<file path="config.mk">
export PLATFORM = sky130hd
export DESIGN_NAME = sensor_frame_deframer_core
export DESIGN_NICKNAME = d
export VERILOG_FILES = /design/src/hdl/sfd_pkg.sv /design/src/hdl/sfd_parser.sv /design/src/hdl/sfd_out_stage.sv /design/src/hdl/sensor_frame_deframer_core.sv
export SDC_FILE = /design/constraint.sdc
export NUM_CORES = 1
export LEC_CHECK = 0
export CAP_MARGIN = 20
export CORE_MARGIN = 2
export CORE_UTILIZATION = 50
export CTS_CLUSTER_DIAMETER = 200
export DETAILED_ROUTE_END_ITERATION = 6
export DONT_BUFFER_PORTS = 1
export MAX_ROUTING_LAYER = met4
export PLACE_DENSITY = 0.73
export RECOVER_POWER = 100
export SLEW_MARGIN = 25
export SYNTH_ARGS = -nofsm -noshare
export SYNTH_HDL_FRONTEND = slang
export SYNTH_SLANG_ARGS = --single-unit
</file>
<file path="constraint.sdc">
create_clock -name clk -period 14.7 [get_ports clk]
set_clock_uncertainty 0.2 [all_clocks]
set_input_delay 0.735 -clock clk [delete_from_list [all_inputs] [get_ports clk]]
set_output_delay 0.735 -clock clk [all_outputs]
set_load 0.02 [all_outputs]
</file>
<file path="src/hdl/sfd_pkg.sv">
// shared types, codes and crc function of the sensor frame deframer
package sfd_pkg;

  localparam int BYTE_W      = 8;
  localparam int CFG_INDEX_W = 8;
  localparam int KIND_W      = 2;
  localparam int SEQ_W       = 32;
  localparam int ACK_W       = 16;

  localparam logic [KIND_W-1:0] KIND_PAYLOAD   = 2'd0;
  localparam logic [KIND_W-1:0] KIND_FRAME_OK  = 2'd1;
  localparam logic [KIND_W-1:0] KIND_CRC_ERROR = 2'd2;

  localparam logic [BYTE_W-1:0] CRC_INIT = 8'hFF;
  localparam logic [BYTE_W-1:0] CRC_POLY = 8'h31;
  localparam logic [BYTE_W-1:0] CRC_TOP  = 8'h80;

  localparam logic [BYTE_W-1:0] RESET_FIRST_HDR  = 8'hAA;
  localparam logic [BYTE_W-1:0] RESET_SECOND_HDR = 8'h55;

  localparam logic [CFG_INDEX_W-1:0] REG_FIRST_HDR  = 8'd0;
  localparam logic [CFG_INDEX_W-1:0] REG_SECOND_HDR = 8'd1;

  typedef struct packed {
    logic [KIND_W-1:0] kind;
    logic [BYTE_W-1:0] payload_byte;
    logic [BYTE_W-1:0] payload_length;
    logic [SEQ_W-1:0]  sequence_number;
    logic [ACK_W-1:0]  ack_number;
    logic [BYTE_W-1:0] sensor_type;
  } result_t;

  // bytewise crc-8, msb first, no final xor
  function automatic logic [BYTE_W-1:0] crc8_update(input logic [BYTE_W-1:0] crc,
                                                    input logic [BYTE_W-1:0] data);
    logic [BYTE_W-1:0] c;
    c = crc ^ data;
    for (int k = 0; k < BYTE_W; k++) begin
      if ((c & CRC_TOP) != '0) begin
        c = (c << 1) ^ CRC_POLY;
      end else begin
        c = c << 1;
      end
    end
    return c;
  endfunction

endpackage

</file>
<file path="src/hdl/sfd_parser.sv">
// frame parser: phase machine, running crc and header field capture
module sfd_parser (
  input  logic                          clk,
  input  logic                          rst,
  input  logic                          step,
  input  logic [sfd_pkg::BYTE_W-1:0]    rx_byte,
  input  logic [sfd_pkg::BYTE_W-1:0]    first_hdr,
  input  logic [sfd_pkg::BYTE_W-1:0]    second_hdr,
  output logic                          res_valid,
  output sfd_pkg::result_t              res
);

  typedef enum logic [7:0] {
    PH_HDR1    = 8'b0000_0001,
    PH_HDR2    = 8'b0000_0010,
    PH_LEN     = 8'b0000_0100,
    PH_SEQ     = 8'b0000_1000,
    PH_ACK     = 8'b0001_0000,
    PH_SENSOR  = 8'b0010_0000,
    PH_PAYLOAD = 8'b0100_0000,
    PH_CRC     = 8'b1000_0000
  } phase_t;

  phase_t                         phase, phase_next;
  logic [sfd_pkg::BYTE_W-1:0]     cnt, cnt_next, cnt_inc;
  logic [sfd_pkg::BYTE_W-1:0]     crc, crc_next, crc_upd, crc_fresh;
  logic [sfd_pkg::BYTE_W-1:0]     len, len_next;
  logic [sfd_pkg::SEQ_W-1:0]      seq, seq_next;
  logic [sfd_pkg::ACK_W-1:0]      ack, ack_next;
  logic [sfd_pkg::BYTE_W-1:0]     sensor, sensor_next;

  always_comb begin
    phase_next  = phase;
    cnt_next    = cnt;
    crc_next    = crc;
    len_next    = len;
    seq_next    = seq;
    ack_next    = ack;
    sensor_next = sensor;
    cnt_inc     = cnt + 8'd1;
    crc_upd     = sfd_pkg::crc8_update(crc, rx_byte);
    crc_fresh   = sfd_pkg::crc8_update(sfd_pkg::CRC_INIT, rx_byte);
    res_valid   = 1'b0;
    res.kind            = sfd_pkg::KIND_PAYLOAD;
    res.payload_byte    = rx_byte;
    res.payload_length  = len;
    res.sequence_number = seq;
    res.ack_number      = ack;
    res.sensor_type     = sensor;
    case (phase)
      PH_HDR1: begin
        if (rx_byte == first_hdr) begin
          crc_next   = crc_fresh;
          phase_next = PH_HDR2;
        end
      end
      PH_HDR2: begin
        if (rx_byte == second_hdr) begin
          crc_next   = crc_upd;
          phase_next = PH_LEN;
        end else if (rx_byte == first_hdr) begin
          crc_next = crc_fresh;
        end else begin
          phase_next = PH_HDR1;
        end
      end
      PH_LEN: begin
        crc_next   = crc_upd;
        len_next   = rx_byte;
        seq_next   = '0;
        cnt_next   = '0;
        phase_next = PH_SEQ;
      end
      PH_SEQ: begin
        crc_next = crc_upd;
        seq_next = seq | ({24'd0, rx_byte} << {cnt[1:0], 3'b000});
        cnt_next = cnt_inc;
        if (cnt_inc >= 8'd4) begin
          cnt_next   = '0;
          ack_next   = '0;
          phase_next = PH_ACK;
        end
      end
      PH_ACK: begin
        crc_next = crc_upd;
        ack_next = ack | ({8'd0, rx_byte} << {cnt[0], 3'b000});
        cnt_next = cnt_inc;
        if (cnt_inc >= 8'd2) begin
          cnt_next   = '0;
          phase_next = PH_SENSOR;
        end
      end
      PH_SENSOR: begin
        crc_next    = crc_upd;
        sensor_next = rx_byte;
        cnt_next    = '0;
        phase_next  = (len == '0) ? PH_CRC : PH_PAYLOAD;
      end
      PH_PAYLOAD: begin
        crc_next  = crc_upd;
        res_valid = 1'b1;
        cnt_next  = cnt_inc;
        if (cnt_inc >= len) begin
          cnt_next   = '0;
          phase_next = PH_CRC;
        end
      end
      PH_CRC: begin
        res_valid        = 1'b1;
        res.kind         = (rx_byte == crc) ? sfd_pkg::KIND_FRAME_OK
                                            : sfd_pkg::KIND_CRC_ERROR;
        res.payload_byte = '0;
        cnt_next         = '0;
        crc_next         = sfd_pkg::CRC_INIT;
        phase_next       = PH_HDR1;
      end
      default: begin
        phase_next = PH_HDR1;
        cnt_next   = '0;
        crc_next   = sfd_pkg::CRC_INIT;
      end
    endcase
  end

  always_ff @(posedge clk) begin
    if (rst) begin
      phase  <= PH_HDR1;
      cnt    <= '0;
      crc    <= sfd_pkg::CRC_INIT;
      len    <= '0;
      seq    <= '0;
      ack    <= '0;
      sensor <= '0;
    end else if (step) begin
      phase  <= phase_next;
      cnt    <= cnt_next;
      crc    <= crc_next;
      len    <= len_next;
      seq    <= seq_next;
      ack    <= ack_next;
      sensor <= sensor_next;
    end
  end

endmodule

</file>
<file path="src/hdl/sfd_out_stage.sv">
// result register towards the output channel
module sfd_out_stage (
  input  logic              clk,
  input  logic              rst,
  input  logic              load,
  input  sfd_pkg::result_t  res,
  input  logic              out_stall,
  output logic              out_valid,
  output logic              free,
  output sfd_pkg::result_t  res_q
);

  assign free = !out_valid || !out_stall;

  always_ff @(posedge clk) begin
    if (rst) begin
      out_valid <= 1'b0;
    end else if (load) begin
      out_valid <= 1'b1;
    end else if (!out_stall) begin
      out_valid <= 1'b0;
    end
  end

  always_ff @(posedge clk) begin
    if (load) begin
      res_q <= res;
    end
  end

endmodule

</file>
<file path="src/hdl/sensor_frame_deframer_core.sv">
// top level of the sensor frame deframer
// Streaming deframer for sensor frames: two sync bytes (set by registers 0
// and 1), a length byte, a little-endian 32-bit sequence, a little-endian
// 16-bit ack, a sensor-type byte, the payload and a trailing crc-8 (poly
// 0x31, init 0xff, msb first) over every earlier frame byte. Each payload
// byte comes out as its own transfer (kind 0) carrying the frame's header
// fields; the crc byte gives one frame transfer, kind 1 when the crc matches
// and kind 2 when it does not, in which case the payload already sent is to
// be dropped downstream. Header, length, sequence, ack and sensor-type bytes
// give no output. The block takes one byte every cycle while its input side
// is not stalled: a byte goes into the input register, is parsed and crc-updated
// there, and its result lands in the output register until the consumer takes
// it. The parse step sets the rate; the input side stalls only while the
// output register holds a result the consumer has not taken and the byte
// waiting to be parsed would give another.
// The configuration port is always ready and should be written only while
// no byte or result is in flight.
module sensor_frame_deframer_core (
  input  logic                               clk,
  input  logic                               rst,
  // byte input channel
  input  logic                               in_valid,
  output logic                               in_stall,
  input  logic [sfd_pkg::BYTE_W-1:0]         rx_byte,
  // result channel
  output logic                               out_valid,
  input  logic                               out_stall,
  output logic [sfd_pkg::KIND_W-1:0]         kind,
  output logic [sfd_pkg::BYTE_W-1:0]         payload_byte,
  output logic [sfd_pkg::BYTE_W-1:0]         payload_length,
  output logic [sfd_pkg::SEQ_W-1:0]          sequence_number,
  output logic [sfd_pkg::ACK_W-1:0]          ack_number,
  output logic [sfd_pkg::BYTE_W-1:0]         sensor_type,
  // configuration write channel
  input  logic                               cfg_valid,
  output logic                               cfg_ready,
  input  logic [sfd_pkg::CFG_INDEX_W-1:0]    cfg_index,
  input  logic [sfd_pkg::BYTE_W-1:0]         cfg_data
);

  // sync byte registers
  logic [sfd_pkg::BYTE_W-1:0] first_hdr;
  logic [sfd_pkg::BYTE_W-1:0] second_hdr;

  // input register
  logic                       s1_valid;
  logic [sfd_pkg::BYTE_W-1:0] s1_byte;

  logic             res_valid;
  sfd_pkg::result_t res;
  sfd_pkg::result_t res_q;
  logic             out_free;
  logic             advance;
  logic             step;
  logic             in_take;

  assign cfg_ready = 1'b1;

  always_ff @(posedge clk) begin
    if (rst) begin
      first_hdr  <= sfd_pkg::RESET_FIRST_HDR;
      second_hdr <= sfd_pkg::RESET_SECOND_HDR;
    end else if (cfg_valid && cfg_ready) begin
      case (cfg_index)
        sfd_pkg::REG_FIRST_HDR:  first_hdr  <= cfg_data;
        sfd_pkg::REG_SECOND_HDR: second_hdr <= cfg_data;
        default: ;  // unknown index, write dropped
      endcase
    end
  end

  // a byte that yields no result always moves on; one that yields a
  // result needs the output register free this cycle
  assign advance  = !res_valid || out_free;
  assign step     = s1_valid && advance;
  assign in_stall = s1_valid && !advance;
  assign in_take  = in_valid && !in_stall;

  always_ff @(posedge clk) begin
    if (rst) begin
      s1_valid <= 1'b0;
    end else if (in_take) begin
      s1_valid <= 1'b1;
    end else if (step) begin
      s1_valid <= 1'b0;
    end
  end

  always_ff @(posedge clk) begin
    if (in_take) begin
      s1_byte <= rx_byte;
    end
  end

  sfd_parser u_parser (
    .clk        (clk),
    .rst        (rst),
    .step       (step),
    .rx_byte    (s1_byte),
    .first_hdr  (first_hdr),
    .second_hdr (second_hdr),
    .res_valid  (res_valid),
    .res        (res)
  );

  sfd_out_stage u_out (
    .clk       (clk),
    .rst       (rst),
    .load      (step && res_valid),
    .res       (res),
    .out_stall (out_stall),
    .out_valid (out_valid),
    .free      (out_free),
    .res_q     (res_q)
  );

  assign kind            = res_q.kind;
  assign payload_byte    = res_q.payload_byte;
  assign payload_length  = res_q.payload_length;
  assign sequence_number = res_q.sequence_number;
  assign ack_number      = res_q.ack_number;
  assign sensor_type     = res_q.sensor_type;

`ifndef ASSERT_OFF
  // every result carries a defined kind code
  a_kind_code: assert property (@(posedge clk) disable iff (rst)
    out_valid |-> (kind == sfd_pkg::KIND_PAYLOAD || kind == sfd_pkg::KIND_FRAME_OK ||
                   kind == sfd_pkg::KIND_CRC_ERROR))
    else $error("result with undefined kind");

  // frame results carry a zero data byte
  a_frame_zero: assert property (@(posedge clk) disable iff (rst)
    (out_valid && kind != sfd_pkg::KIND_PAYLOAD) |-> (payload_byte == '0))
    else $error("frame result with non-zero data byte");

  // input side stalls only with a byte waiting in the input register and a result blocked in the output register
  a_stall_cause: assert property (@(posedge clk) disable iff (rst)
    in_stall |-> (s1_valid && out_valid && out_stall))
    else $error("input stalled without a blocked result");

  // a waiting byte is parsed whenever the output register can take its result
  a_drain: assert property (@(posedge clk) disable iff (rst)
    (s1_valid && out_free) |-> step)
    else $error("input register not drained");
`endif

endmodule
</file>
==> flow_summary.ini <==
[clock_network]
clock_latency_ps = 430
htree_levels = 4
root_buffer = clkbuf_16
ctsHoldBuffers = 0
clock-sinks = 188
postCtsSetupBuffers = 0
ctsResizeCount = 0
clk_pin_slew_worst_paths_ps = 70
cts-buffers-inserted = 17
cts.path.max_buffers = 2
cts_tree = yes

[global_routing]
grt_pass1_wl_um = 26200
antenna_found_initial = 0
track_usage_pct = 21.2
grt_max_degree = 75
first_global_vias = 4821
overflow = 0

[sta]
rsz0062_at_grt = no
setup_viol = 0
slew_headroom_pct = -153
slew_viol_final = 117
max_freq_mhz = 189
hold_slack_ps = 166
worstMarginPinSlew_ps = 3790
setup-tns-final_ps = 0
min_period_ps = 5300
finalCritPeriodShare_pct = 36.1
hold_viol = 0

[die]
die_y_um = 129
io_pins = 106
die_w_um = 129
initial_utilization_pct = 51.3
coreArea_um2 = 15200
die_area_um2 = 16600
floorplan.rows = 45

[cells_and_area]
area_growth_pct = 7.47
multiInputGateArea_um2 = 2940
drive_above_1_share_pct = 6.13
nets = 727
register_area_um2 = 4580
fillers = 1296
num_antenna_cells = 0

[synthesis]
synth_compound_area_share_pct = 11.0
ys_seq_elements = 188
synthXorXnorAreaFrac_pct = 6.83
syn_inst = 709
yosysWarnings = 0
synth_cell_types = 59
syn_area_per_cell_um2 = 11.0
seq_area_frac_synth_pct = 58.8
synth-simple-area-share_pct = 15.3
synth_nets = 747
synth_top_family_by_area = simple AND/OR/NAND/NOR gates
synth_mux_area_share_pct = 3.34
synthAdderAreaFrac_pct = 1.57
synth-edff-count = 82
syn-cell-area_um2 = 7800
ys_async_sr_fraction_pct = 0
ys.flop_type = dfxtp_1

[worst_setup_path]
cpLargestDelayFamily = buffers and inverters
crit_path_frequent_cell = clkbuf_1
critPathSlowestCell = clkbuf_1
critical_path.max_fanout = 74
cp_data_arrival_time_ps = 5050
critPathLaunchType = register
reg2reg_depth = 7
crit_buf_inv = 2
slowest_delay_ps = 2640
r2r_slack_ps = 9400
critPathRequiredTime_ps = 14450
crit_chain = nor4_1, nand4b_1, and2_0, o21ai_0, clkbuf_1, nor2_4, clkbuf_1
reg2reg_to = u_out.res_q[17]
cp-end-kind = register
crit_type = reg2reg
r2r_start = u_parser.phase[4]

[hold_path]
holdPathStages = 1
min-delay-start = rst
min_path_type = in2reg
holdPathEnd = first_hdr[6]

[route]
wl_per_cell_um = 18.7
vias_per_cell = 5.90
routed_wirelength_um = 16700
num_vias = 5248
antenna_left = 0
drtIter0Drc = 417
drcViolationCount = 0
drt-pass1-iter-count = 5

[flow_run]
maxCapViolCount = 2

[placed_design]
port_buffers = 0
dpl.hpwl_um = 11400
gp_congestion = 0.896

[pwr]
p_leak_nw = 3.10
power_per_cell_area_nw_per_um2 = 123
ir_drop_mv = 0.0848

[run_status]
violations = capacitance limit, slew limit
status = complete, but fails checks
-- cells in the mapped netlist, drive strengths merged, types with 5 or more instances --
cell type,number,area (um2)
or2,5,31.3
nor3,6,30.0
buf,21,115
and3,6,42.5
xor2,23,201
clkbuf,21,78.8
inv,14,52.6
o21a,17,128
a31oi,18,113
o22ai,5,37.5
or4,7,52.6
and2,11,68.8
nand4,6,37.5
ha,9,113
a21oi,51,259
nand2,46,173
o21ai,17,88.8
xnor2,37,332
dfxtp,106,2120
nor2b,20,125
edfxtp,82,2460
nor4,8,65.1
nand4b,7,61.3
mux2i,26,260
nor2,78,293
nand3,24,130
-- layout make-up --
| class | count | share of cell area, % |
|---|---|---|
| sequential | 188 | 54.7 |
| timing repair buffer | 3 | 0.134 |
| multi-input combinational | 465 | 35.1 |
| tap | 188 | 2.81 |
| clock inverter | 13 | 1.27 |
| inverter | 14 | 0.627 |
| clock buffer | 19 | 5.42 |
-- flip-flops by register name (all words and copies together), names as in the netlist --
signal / flops
u_parser.phase: 8
u_parser.crc: 8
s1_byte: 8
u_out.res_q: 74
u_out.out_valid: 1
u_parser.cnt: 8
u_parser.seq: 32
u_parser.ack: 16
first_hdr: 8
u_parser.sensor: 8
s1_valid: 1
u_parser.len: 8
second_hdr: 8
-- cells by family (layout without fill, tap and decap cells) --
family                     count (synthesis)  after routing
AOI/OAI and AO/OA                        133            133
DFF                                      188            188
muxes                                     26             26
and+or+nand+nor                          235            235
other                                      1              1
xor gates and xnor gates                  60             60
buffers and inverters                     56             49
adders and majority gates                 10             10
-- power breakdown --
group	switching, mW	internal (mW)
Combinational	0.0259	0.0208
Clock	0.199	0.231
Sequential	0.0122	0.544
-- how the worst max path moves through the flow --
stage	startpoint	end	slack [ps]	cells after the start
2_1_floorplan	out_stall	u_out.res_q[0]	9740	4
3_3_place_gp	u_parser.cnt[0]	u_parser.phase[2]	11040	13
3_5_place_dp	u_parser.cnt[0]	u_parser.phase[2]	10840	13
4_1_cts	u_parser.cnt[0]	u_parser.phase[2]	10820	13
5_1_grt	u_parser.phase[4]	u_out.res_q[12]	8810	7
6_report	u_parser.phase[4]	u_out.res_q[17]	9400	7
-- metal layers --
layer  part of all wire (%)  up-vias  track usage (%)  routed length [um]
met5                      0        -                -                   0
met4                    1.8        0             6.84                 307
met3                    5.6       30             5.24                 936
met2                     47      212             33.1                7880
met1                     45     2531             27.2                7540
li1                       -     2475                -                   -
-- layout by cell type, fill, tap and decap left out, types with 7 or more instances in the layout --
master,Yosys,final
nor4_1,7,7
and2_0,0,8
a31oi_1,18,18
nor2_1,78,77
xor2_1,23,23
o21a_1,17,17
nand2_1,46,46
dfxtp_1,106,106
or4_1,7,7
mux2i_1,26,26
nor2b_1,20,20
nand3_1,22,22
nand4b_1,7,7
a21oi_1,50,51
clkbuf_16,0,18
xnor2_1,36,37
inv_1,14,14
edfxtp_1,82,82
o21ai_0,16,16
ha_1,9,9
-- metrics by stage --
stage          std cells  util, %  power (mW)  area [um2]  worst slack (ps)
2_1_floorplan        709        -       0.604        7800              9740
3_3_place_gp         858     51.8       0.613        7870             11040
3_5_place_dp         858     51.8       0.614        7870             10840
4_1_cts              890     55.5        1.04        8430             10820
5_1_grt              890     55.2        1.07        8380              8810
6_report             890     55.2        1.03        8380              9400
No activity file was read; power rests on OpenSTA's default activity.
